**src/hw/rtl/hbr_pkg.sv**
```systemverilog
package hbr_pkg;

	localparam int WORD_W    = 64;
	localparam int IN_WORDS  = 4;
	localparam int DIST_W    = 9;
	localparam int ID_W      = 12;
	localparam int CNT_W     = 7;
	localparam int CFG_IDX_W = 8;
	localparam int CFG_W     = 9;
	localparam int WQ_DEPTH  = 4;
	localparam int WQ_PTR_W  = 2;
	localparam int WQ_CNT_W  = 3;

	localparam logic [DIST_W-1:0] DIST_MAX = 9'd256;

	localparam logic [CFG_IDX_W-1:0] CFG_RATIO  = 8'd0;
	localparam logic [CFG_IDX_W-1:0] CFG_THRESH = 8'd1;

	localparam logic [CFG_W-1:0] RATIO_RESET  = 9'd179;
	localparam logic [CFG_W-1:0] THRESH_RESET = 9'd50;

	typedef enum logic {
		CMD_LOAD = 1'b0,
		CMD_CAND = 1'b1
	} cmd_t;

	// Classified item passed from the front end to the search back end
	typedef struct packed {
		cmd_t              kind;
		logic [DIST_W-1:0] hdist;
		logic [ID_W-1:0]   id;
		logic              last;
	} work_t;

	typedef struct packed {
		logic              match;
		logic [ID_W-1:0]   id;
		logic [DIST_W-1:0] best;
		logic [DIST_W-1:0] second;
	} result_t;

	function automatic logic [3:0] pop8(input logic [7:0] v);
		logic [3:0] n;
		n = '0;
		for (int i = 0; i < 8; i++) begin
			n = n + {3'b000, v[i]};
		end
		return n;
	endfunction

	// Byte counts summed as a balanced tree
	function automatic logic [CNT_W-1:0] pop64(input logic [WORD_W-1:0] v);
		logic [4:0] p2 [4];
		logic [5:0] p4 [2];
		for (int i = 0; i < 4; i++) begin
			p2[i] = {1'b0, pop8(v[16*i +: 8])} + {1'b0, pop8(v[16*i+8 +: 8])};
		end
		for (int i = 0; i < 2; i++) begin
			p4[i] = {1'b0, p2[2*i]} + {1'b0, p2[2*i+1]};
		end
		return {1'b0, p4[0]} + {1'b0, p4[1]};
	endfunction

endpackage

```
**src/hw/rtl/best_two_hamming_ratio_match_top.sv**
```systemverilog
// Channel   Direction  Handshake               Carries
// input     in         push / full             cmd, word0..word3, cand_id, last
// result    out        empty / pop             match_found, best_id, best_distance,
//                                              second_distance
// config    in         cfg_valid / cfg_ready   cfg_index, cfg_data
//
// Takes one item per cycle while full is low; full rises only when the work queue and the two
// popcount stages together hold WQ_DEPTH items. A candidate reaches the search unit through
// both popcount stages and the work queue; a list's result passes the finishing and result registers.
// Reset clears the query and the search state, and loads ratio_q8 179, threshold 50.
// A closing candidate stalls at the queue head only while both the finishing
// stage and the result register are occupied; the queue then backs up to full.
module best_two_hamming_ratio_match_top import hbr_pkg::*; #(
	parameter int DESC_WORDS = 4
) (
	input  logic                 clk,
	input  logic                 arst_n,
	input  logic                 push,
	output logic                 full,
	input  logic                 cmd,
	input  logic [WORD_W-1:0]    word0,
	input  logic [WORD_W-1:0]    word1,
	input  logic [WORD_W-1:0]    word2,
	input  logic [WORD_W-1:0]    word3,
	input  logic [ID_W-1:0]      cand_id,
	input  logic                 last,
	output logic                 empty,
	input  logic                 pop,
	output logic                 match_found,
	output logic [ID_W-1:0]      best_id,
	output logic [DIST_W-1:0]    best_distance,
	output logic [DIST_W-1:0]    second_distance,
	input  logic                 cfg_valid,
	output logic                 cfg_ready,
	input  logic [CFG_IDX_W-1:0] cfg_index,
	input  logic [CFG_W-1:0]     cfg_data
);

	logic                take;
	logic                wq_push;
	work_t               wq_in;
	work_t               wq_out;
	logic                wq_pop;
	logic [WQ_CNT_W-1:0] wq_count;
	logic [1:0]          inflight;
	logic [WQ_CNT_W-1:0] occupancy;
	logic                res_valid;
	logic                res_pop;
	result_t             res;
	logic [CFG_W-1:0]    ratio_q;
	logic [CFG_W-1:0]    thresh_q;

	// Count items in the popcount stages against the queue space (credit)
	assign occupancy = wq_count + {1'b0, inflight};
	assign full      = (occupancy >= WQ_CNT_W'(WQ_DEPTH));
	assign take      = push && !full;

	// Config regs: always ready; write them only while no item is in flight
	assign cfg_ready = 1'b1;

	always_ff @(posedge clk or negedge arst_n) begin
		if (!arst_n) begin
			ratio_q  <= RATIO_RESET;
			thresh_q <= THRESH_RESET;
		end else if (cfg_valid && cfg_ready) begin
			case (cfg_index)
				CFG_RATIO:  ratio_q  <= cfg_data;
				CFG_THRESH: thresh_q <= cfg_data;
				default:    ratio_q  <= ratio_q;
			endcase
		end
	end

	// Front end: hold the query, XOR and popcount each candidate
	hbr_front #(
		.DESC_WORDS(DESC_WORDS)
	) u_front (
		.clk      (clk),
		.arst_n   (arst_n),
		.take     (take),
		.cmd      (cmd_t'(cmd)),
		.word0    (word0),
		.word1    (word1),
		.word2    (word2),
		.word3    (word3),
		.cand_id  (cand_id),
		.last     (last),
		.wq_push  (wq_push),
		.wq_item  (wq_in),
		.inflight (inflight)
	);

	// Decouple the front end from the search unit
	hbr_queue u_queue (
		.clk    (clk),
		.arst_n (arst_n),
		.push   (wq_push),
		.din    (wq_in),
		.pop    (wq_pop),
		.dout   (wq_out),
		.count  (wq_count)
	);

	// Back end: track best two, close the list, apply ratio and threshold
	hbr_back u_back (
		.clk                (clk),
		.arst_n             (arst_n),
		.wq_empty           (wq_count == '0),
		.wq_item            (wq_out),
		.wq_pop             (wq_pop),
		.ratio_q8           (ratio_q),
		.distance_threshold (thresh_q),
		.res_valid          (res_valid),
		.res                (res),
		.res_pop            (res_pop)
	);

	assign empty           = !res_valid;
	assign res_pop         = pop && res_valid;
	assign match_found     = res.match;
	assign best_id         = res.id;
	assign best_distance   = res.best;
	assign second_distance = res.second;

`ifndef SYNTHESIS
	// Credit scheme must never overrun the work queue
	a_no_overrun: assert property (@(posedge clk) disable iff (!arst_n)
		occupancy <= WQ_CNT_W'(WQ_DEPTH))
		else $error("work queue overrun");

	a_push_room: assert property (@(posedge clk) disable iff (!arst_n)
		wq_push |-> (wq_count < WQ_CNT_W'(WQ_DEPTH)) || wq_pop)
		else $error("push into full work queue");

	// Best never ranks behind second
	a_order: assert property (@(posedge clk) disable iff (!arst_n)
		!empty |-> best_distance <= second_distance)
		else $error("best and second distances out of order");
`endif

endmodule

```
**src/hw/rtl/hbr_front.sv**
```systemverilog
module hbr_front import hbr_pkg::*; #(
	parameter int DESC_WORDS = 4
) (
	input  logic                 clk,
	input  logic                 arst_n,
	input  logic                 take,
	input  cmd_t                 cmd,
	input  logic [WORD_W-1:0]    word0,
	input  logic [WORD_W-1:0]    word1,
	input  logic [WORD_W-1:0]    word2,
	input  logic [WORD_W-1:0]    word3,
	input  logic [ID_W-1:0]      cand_id,
	input  logic                 last,
	output logic                 wq_push,
	output work_t                wq_item,
	output logic [1:0]           inflight
);

	localparam int USED_WORDS = (DESC_WORDS < IN_WORDS) ? DESC_WORDS : IN_WORDS;

	logic [WORD_W-1:0] in_word [IN_WORDS];
	logic [WORD_W-1:0] query_q [USED_WORDS];
	logic [CNT_W-1:0]  cnt_d   [USED_WORDS];
	logic [CNT_W-1:0]  cnt_s1  [USED_WORDS];
	logic              v_s1;
	cmd_t              kind_s1;
	logic [ID_W-1:0]   id_s1;
	logic              last_s1;
	logic [DIST_W-1:0] sum_d;
	logic              v_s2;
	work_t             item_s2;

	assign in_word[0] = word0;
	assign in_word[1] = word1;
	assign in_word[2] = word2;
	assign in_word[3] = word3;

	always_ff @(posedge clk or negedge arst_n) begin
		if (!arst_n) begin
			for (int i = 0; i < USED_WORDS; i++) begin
				query_q[i] <= '0;
			end
		end else if (take && cmd == CMD_LOAD) begin
			for (int i = 0; i < USED_WORDS; i++) begin
				query_q[i] <= in_word[i];
			end
		end
	end

	always_comb begin
		for (int i = 0; i < USED_WORDS; i++) begin
			cnt_d[i] = pop64(in_word[i] ^ query_q[i]);
		end
	end

	always_comb begin
		sum_d = '0;
		for (int i = 0; i < USED_WORDS; i++) begin
			sum_d = sum_d + DIST_W'(cnt_s1[i]);
		end
	end

	always_ff @(posedge clk or negedge arst_n) begin
		if (!arst_n) begin
			v_s1 <= 1'b0;
			v_s2 <= 1'b0;
		end else begin
			v_s1 <= take;
			v_s2 <= v_s1;
		end
	end

	always_ff @(posedge clk) begin
		if (take) begin
			kind_s1 <= cmd;
			id_s1   <= cand_id;
			last_s1 <= last;
			for (int i = 0; i < USED_WORDS; i++) begin
				cnt_s1[i] <= cnt_d[i];
			end
		end
		if (v_s1) begin
			item_s2.kind  <= kind_s1;
			item_s2.hdist <= sum_d;
			item_s2.id    <= id_s1;
			item_s2.last  <= last_s1;
		end
	end

	assign wq_push  = v_s2;
	assign wq_item  = item_s2;
	assign inflight = {1'b0, v_s1} + {1'b0, v_s2};

endmodule

```
**src/hw/rtl/hbr_queue.sv**
```systemverilog
module hbr_queue import hbr_pkg::*; (
	input  logic                clk,
	input  logic                arst_n,
	input  logic                push,
	input  work_t               din,
	input  logic                pop,
	output work_t               dout,
	output logic [WQ_CNT_W-1:0] count
);

	work_t               mem [WQ_DEPTH];
	logic [WQ_PTR_W-1:0] wr_ptr_q;
	logic [WQ_PTR_W-1:0] rd_ptr_q;
	logic [WQ_CNT_W-1:0] count_q;

	always_ff @(posedge clk) begin
		if (push) begin
			mem[wr_ptr_q] <= din;
		end
	end

	always_ff @(posedge clk or negedge arst_n) begin
		if (!arst_n) begin
			wr_ptr_q <= '0;
			rd_ptr_q <= '0;
			count_q  <= '0;
		end else begin
			if (push) begin
				wr_ptr_q <= wr_ptr_q + 1'b1;
			end
			if (pop) begin
				rd_ptr_q <= rd_ptr_q + 1'b1;
			end
			case ({push, pop})
				2'b10:   count_q <= count_q + 1'b1;
				2'b01:   count_q <= count_q - 1'b1;
				default: count_q <= count_q;
			endcase
		end
	end

	assign dout  = mem[rd_ptr_q];
	assign count = count_q;

endmodule

```
**src/hw/rtl/hbr_back.sv**
```systemverilog
module hbr_back import hbr_pkg::*; (
	input  logic             clk,
	input  logic             arst_n,
	input  logic             wq_empty,
	input  work_t            wq_item,
	output logic             wq_pop,
	input  logic [CFG_W-1:0] ratio_q8,
	input  logic [CFG_W-1:0] distance_threshold,
	output logic             res_valid,
	output result_t          res,
	input  logic             res_pop
);

	logic [DIST_W-1:0] best_q;
	logic [DIST_W-1:0] second_q;
	logic [ID_W-1:0]   id_q;
	logic [1:0]        seen_q;

	logic [DIST_W-1:0] best_d;
	logic [DIST_W-1:0] second_d;
	logic [ID_W-1:0]   id_d;
	logic [1:0]        seen_d;
	logic              take_best;
	logic              is_last;
	logic              fin_move;

	logic              fin_v_s1;
	logic [DIST_W-1:0] fin_best_s1;
	logic [DIST_W-1:0] fin_second_s1;
	logic [ID_W-1:0]   fin_id_s1;
	logic              fin_two_s1;

	logic [2*CFG_W-1:0] lhs;
	logic [2*CFG_W-1:0] rhs;
	logic               ok;

	logic    res_v_q;
	result_t res_q;

	assign is_last  = (wq_item.kind == CMD_CAND) && wq_item.last;
	assign fin_move = fin_v_s1 && (!res_v_q || res_pop);
	assign wq_pop   = !wq_empty && (!is_last || !fin_v_s1 || fin_move);

	// On a tie the second candidate takes the lead; later ones need a strict win
	always_comb begin
		case (seen_q)
			2'd0:    take_best = 1'b1;
			2'd1:    take_best = (wq_item.hdist <= best_q);
			default: take_best = (wq_item.hdist < best_q);
		endcase
		best_d   = best_q;
		second_d = second_q;
		id_d     = id_q;
		if (take_best) begin
			second_d = best_q;
			best_d   = wq_item.hdist;
			id_d     = wq_item.id;
		end else if (wq_item.hdist < second_q) begin
			second_d = wq_item.hdist;
		end
		seen_d = (seen_q == 2'd2) ? seen_q : seen_q + 2'd1;
	end

	always_ff @(posedge clk or negedge arst_n) begin
		if (!arst_n) begin
			best_q   <= DIST_MAX;
			second_q <= DIST_MAX;
			id_q     <= '0;
			seen_q   <= '0;
			fin_v_s1 <= 1'b0;
			res_v_q  <= 1'b0;
		end else begin
			if (wq_pop) begin
				if (wq_item.kind == CMD_LOAD || is_last) begin
					best_q   <= DIST_MAX;
					second_q <= DIST_MAX;
					id_q     <= '0;
					seen_q   <= '0;
				end else begin
					best_q   <= best_d;
					second_q <= second_d;
					id_q     <= id_d;
					seen_q   <= seen_d;
				end
			end
			if (wq_pop && is_last) begin
				fin_v_s1 <= 1'b1;
			end else if (fin_move) begin
				fin_v_s1 <= 1'b0;
			end
			if (fin_move) begin
				res_v_q <= 1'b1;
			end else if (res_pop) begin
				res_v_q <= 1'b0;
			end
		end
	end

	always_ff @(posedge clk) begin
		if (wq_pop && is_last) begin
			fin_best_s1   <= best_d;
			fin_second_s1 <= second_d;
			fin_id_s1     <= id_d;
			fin_two_s1    <= (seen_d == 2'd2);
		end
		if (fin_move) begin
			res_q.match  <= ok;
			res_q.id     <= fin_id_s1;
			res_q.best   <= fin_best_s1;
			res_q.second <= fin_second_s1;
		end
	end

	assign lhs = {1'b0, fin_best_s1, 8'b0};
	assign rhs = ratio_q8 * fin_second_s1;
	assign ok  = fin_two_s1 && (lhs < rhs) && (fin_best_s1 < distance_threshold);

	assign res_valid = res_v_q;
	assign res       = res_q;

endmodule
```
**config.mk**
```make
export PLATFORM = sky130hd
export DESIGN_NAME = best_two_hamming_ratio_match_top
export DESIGN_NICKNAME = d
export VERILOG_FILES = /design/src/hw/rtl/hbr_pkg.sv /design/src/hw/rtl/best_two_hamming_ratio_match_top.sv /design/src/hw/rtl/hbr_front.sv /design/src/hw/rtl/hbr_queue.sv /design/src/hw/rtl/hbr_back.sv
export SDC_FILE = /design/constraint.sdc
export NUM_CORES = 1
export LEC_CHECK = 0
export BUFFER_PORTS_ARGS = -buffer_cell sky130_fd_sc_hd__buf_4
export CORE_ASPECT_RATIO = 1.75
export CORE_MARGIN = 2
export CORE_UTILIZATION = 55
export DETAILED_ROUTE_END_ITERATION = 10
export GPL_TIMING_DRIVEN = 0
export HOLD_SLACK_MARGIN = 0.12
export PLACE_DENSITY = 0.86
export REMOVE_ABC_BUFFERS = 1
export SETUP_SLACK_MARGIN = 0.15
export SYNTH_ARGS = -nofsm -noshare
export SYNTH_HDL_FRONTEND = slang
export SYNTH_SLANG_ARGS = --single-unit
```
**constraint.sdc**
```tcl
create_clock -name clk -period 5.7 [get_ports clk]
set_input_delay 0 -clock clk [delete_from_list [all_inputs] [get_ports clk]]
set_output_delay 0 -clock clk [all_outputs]
set_load 0.01 [all_outputs]
```
# == Word level (Yosys, flattened, before mapping) ==
# Memories as Yosys holds them, arrays and structs flattened.
# Cells that the tools add are included.
# totals
wordCells,360
ff_bits,416
n_memories,2
ram_bits,120
in_bits,292
# memory_table
memory,depth,word_bits,read_ports,rd_ports_with_merged_regs,wr,line,text
u_queue.mem,4,23,1,0,1,hbr_queue.sv:11,work_t mem [WQ_DEPTH];
u_front.cnt_s1,4,7,4,0,4,hbr_front.sv:24,logic [CNT_W-1:0] cnt_s1 [USED_WORDS];
# op_classes
n_mul,1
n_eq_ne,6
n_bitwise,6
n_reduce_logical,26
addsub,262
n_mux,19
order_cmp,6
# op_table
operator,count
$add 4x1->4,192
$xor 64x64->64,4
$add 4x4->5,16
$add 1x1->2,33
$add 5x5->6,8
$mux 9,5
$add 6x6->7,4
$lt 9x9->1,3
$mux 12,2
$add 9x7->9,2
$lt 17x18->1,1
$mul 9x9->18,1
$le 9x9->1,1
$logic_and 1x1->1,9
$add 7x7->8,1
$eq 8x1->1 const B,1
$logic_not 8->1,1
$mux 1,8
$add 2x1->2 const B,3
$eq 2x2->1 const B,3
$pmux 3 s2,1
$reduce_bool 2->1,3
$logic_not 1->1,5
$eq 2x1->1 const B,2
11 further kinds,17

# == Logic depth before layout (Yosys ltp) ==
# depth
ltp_word,11
mapped_depth,24
ltp_nobuf,23

# == By module ==
# A second synthesis with hierarchy kept.
# hier_totals
hier_cells,2335
hier_area_um2,33405.8
# modules_own_cells
mod,area_per_inst_um2,seq_area_each_um2,n_inst,cells_each
hbr_front,21767.1,8408.1,1,1453
hbr_back,7099.3,2715.1,1,677
hbr_queue,3749.8,2937.8,1,155
best_two_hamming_ratio_match_top,789.5,460.4,1,50

# == Worst setup path after synthesis ==
# Ideal clock, no wire load.
# synth_path
path_kind,flip-flop to flip-flop
startpoint,register u_front.query_q[224] (netlist bit)
endpoint,"memory u_front.cnt_s1[0][4], data pin"
period_less_slack_ps,5989
t_required_ps,5442
slack_ps,-289
stages_incl_launch_ff,18
arrival_ps,5732
path_cell_list,dfrtp_1 -> xor2_1 -> ha_1 -> fa_1 -> fa_1 -> inv_1 -> fa_1 -> fa_1 -> xor2_1 -> fa_1 -> fa_1 -> fa_1 -> inv_1 -> fa_1 -> ha_1 -> inv_1 -> fa_1 -> xnor2_1
# synth_lines
item,line,text
from (decl),hbr_front.sv:22,logic [WORD_W-1:0] query_q [USED_WORDS];
"from (signal, indexed assignment)",hbr_front.sv:45,query_q[i] <= in_word[i];
to (decl),hbr_front.sv:24,

==> results.cfg <==
[outcome]
status = complete, but fails checks
violations = negative setup slack

[worst_setup_path]
crit_type = flop to flop
cp.required_ns = 6.20
crit_arrival_ns = 6.69
cp-start-kind = flop
end_kind = flop
r2r_setup_slack_ns = -0.49
critPathMaxFanout = 2

[sta]
setup_slack_ns = -0.489
grt_setup_unrepaired = yes
slew_viol_final = 0
setup_viol = 17
fmax_mhz = 162
fin_hold_ws_ns = 0.149
period_share_pct = 109
relSlewSlack_pct = 20.7
period_minus_slack_ns = 6.19
worstMarginPinSlew_ns = 1.19
final_hold_viol_count = 0
skew_ns = 0.0361

[drt]
wire_per_inst_um = 22.1
first_iter_violations = 1272
drt-total-wl_um = 89800
ant_nets = 0
vias = 22300
dr.pass1.iters = 5
post-route-drc-count = 0
drt-vias-per-instance = 5.50

[final_layout]
drive_gt1_share_pct = 28.5
final_nets = 4007
final_area_um2 = 42900
instances_no_fill = 4063
areaGrowthSynthToFinish_pct = 27.1
fillCellCount = 3640

[synth]
ys_types = 52
syn-cell-area_um2 = 33700
synth_seq_area_share_pct = 43.1
synth_edf_count = 219
async_flop_share_pct = 59.1
synth_seq_cells = 536
synthCells = 2537
synth.avg_cell_area_um2 = 13.3
synth_flop_cell = dfrtp_1
yosysWarnings = 0

[clocking]
cts_buffers = 51
h-tree-depth = 2
root_buffer = clkbuf_16
clkSlewWorstSetupHoldPaths_ns = 0.07
cts_tree = done
cts_sinks = 536
cts.path.max_buffers = 3
clk_latency_ns = 0.65

[floorplan]
boundaryPins = 326
initial_core_util_pct = 55.3
fp.dieH_um = 331
core_um2 = 61000
die_area_um2 = 63400
fp-row-count = 120
die_w_um = 191

[global_route]
grt_pass1_vias = 26400
antenna_found_initial = 12
grt_pass1_wl_um = 140000
grt-ovfl-total = 0
grt_use_total_pct = 28.8
grt_start_max_net_pins = 113

[place]
routabilityCongestion = 0.895
place_ws_ns = -1.22
portBuffers = 324
dp_cells = 3609
dpl-instance-area_um2 = 37200
dp_hpwl_um = 55900

[worst_hold_path]
hp-class = input port to flop

[job]
drv_cap = 0
## synthesized netlist by cell type (6+ instances only)
library cell  number  area share (%)
a21o_1            12            0.27
a21oi_1           51            0.76
a22o_1            21            0.55
and2_1            52            0.97
buf_2             30            0.45
clkbuf_1          26            0.29
dfrtp_1          307              23
dfstp_2           10            0.78
edfxtp_1         219              20
fa_1             280              17
ha_1             219             8.1
inv_1            401             4.5
mux2_2           294             9.8
mux2i_1           10            0.30
mux4_2            18             1.2
nand2_1           79            0.88
nand2b_1          11            0.20
nor2_1            18            0.20
nor2b_1           37            0.69
o21a_1            26            0.58
o21ai_0           30            0.45
o21bai_1           6            0.13
o221ai_1          10            0.26
xnor2_1          120             3.1
xor2_1           205             5.3
## cell type report
| class | instances | area (um2) | share of cell area [%] |
|---|---|---|---|
| diodes | 12 | 30.0 | 0.0701 |
| clock buffers | 64 | 1360 | 3.17 |
| clock inverters | 31 | 390 | 0.911 |
| inverters | 401 | 1510 | 3.51 |
| multi-input cells | 1540 | 17900 | 41.8 |
| flip-flops and latches | 536 | 14500 | 33.9 |
| well taps | 793 | 992 | 2.32 |
| repair buffers | 686 | 6130 | 14.3 |
## cells by family (layout without fill, tap and decap cells)
group	count (synthesis)	in the layout	synth area share [%]
fa+ha+maj	499	499	24.8
xor+xnor	325	325	8.44
mux	327	327	11.7
other cells	1	13	0.0111
simple gates	214	214	3.26
compound gates	174	174	3.47
buf+inv	461	1182	5.30
flops	536	536	43.1
## path summary, 6_finish.rpt
path,from,to,cells past startpoint
worst max-delay path,u_front.query_q[48]$_DFFE_PN0P_,u_front.cnt_s1[3][6]$_DFFE_PP_,20
worst min-delay path,word1[56],u_front.query_q[184]$_DFFE_PN0P_,3
worst max register to register,u_front.query_q[48]$_DFFE_PN0P_,u_front.cnt_s1[3][6]$_DFFE_PP_,20
worst min register to register,u_back.fin_id_s1[0]$_DFFE_PP_,u_back.res[18]$_DFFE_PP_,0
max in group asynchronous,arst_n,ratio_q[3]$_DFFE_PN0P_,4
min in group asynchronous,arst_n,u_front.query_q[248]$_DFFE_PN0P_,4
## per-stage QoR
stage | utilization [%] | setup TNS [ns]
after detailed placement | 61.0 | -11.27
after global placement | 60.5 | -4061.53
after floorplan | - | -2510.93
after global routing | 70.3 | -7.92
final | 70.3 | -5.95
after CTS | 69.9 | -3.64
## state kept, by name, indices dropped and copies added (netlist names), 3 cells and up
name,count
u_front.query_q,256
u_queue.mem,92
u_back.res,31
u_front.cnt_s1,28
u_front.wq_item,23
u_back.fin_id_s1,12
u_back.id_q,12
u_front.id_s1,12
ratio_q,9
thresh_q,9
u_back.best_q,9
u_back.fin_best_s1,9
u_back.fin_second_s1,9
u_back.second_q,9
u_queue.count,3
## worst max-delay path, cell delays in order (launching register included)
cell,delay (ns)
dfrtp_1,0.41
xor2_1,0.19
ha_1,0.33
inv_2,0.05
fa_1,0.49
fa_1,0.53
fa_2,0.45
fa_2,0.61
inv_2,0.04
fa_1,0.40
inv_1,0.11
fa_1,0.43
fa_1,0.50
inv_1,0.05
fa_1,0.54
ha_4,0.16
inv_2,0.04
fa_2,0.41
nor2b_1,0.13
o21ai_1,0.07
nand2b_1,0.11
## metal layers
metal  share of wire [%]  wire length [um]  GRT usage (%)
met3                 5.3              4800           5.68
met4                 7.5              6700           18.3
met5               0.012                11              0
met1                  32             28400           27.9
met2                  56             49800           54.4
## cells in the final DEF, fill, tap and decap left out, types with 49 or more instances in the layout
| cell | synthesis | routed |
|---|---|---|
| xnor2_1 | 120 | 117 |
| buf_4 | 1 | 355 |
| nand2_1 | 79 | 79 |
| and2_1 | 52 | 49 |
| fa_1 | 280 | 214 |
| dfrtp_1 | 307 | 305 |
| clkbuf_16 | 0 | 51 |
| dlygate4sd3_1 | 0 | 310 |
| ha_1 | 219 | 214 |
| xor2_1 | 205 | 183 |
| inv_1 | 401 | 369 |
| fa_2 | 0 | 66 |
| edfxtp_1 | 219 | 219 |
| mux2_2 | 294 | 294 |
## timing repair
| action | CTS | global route |
|---|---|---|
| buffers inserted | 29 | 7 |
| resized for setup | 119 | 37 |
| hold endpoints to repair | 621 | 0 |
| hold buffers | 311 | 0 |
| endpoints found under the setup margin | 22 | 23 |
| pin swaps | 162 | 47 |
Power is not shown: default switching activity piles up to over one toggle a cycle in this logic, so the estimate is an artifact.
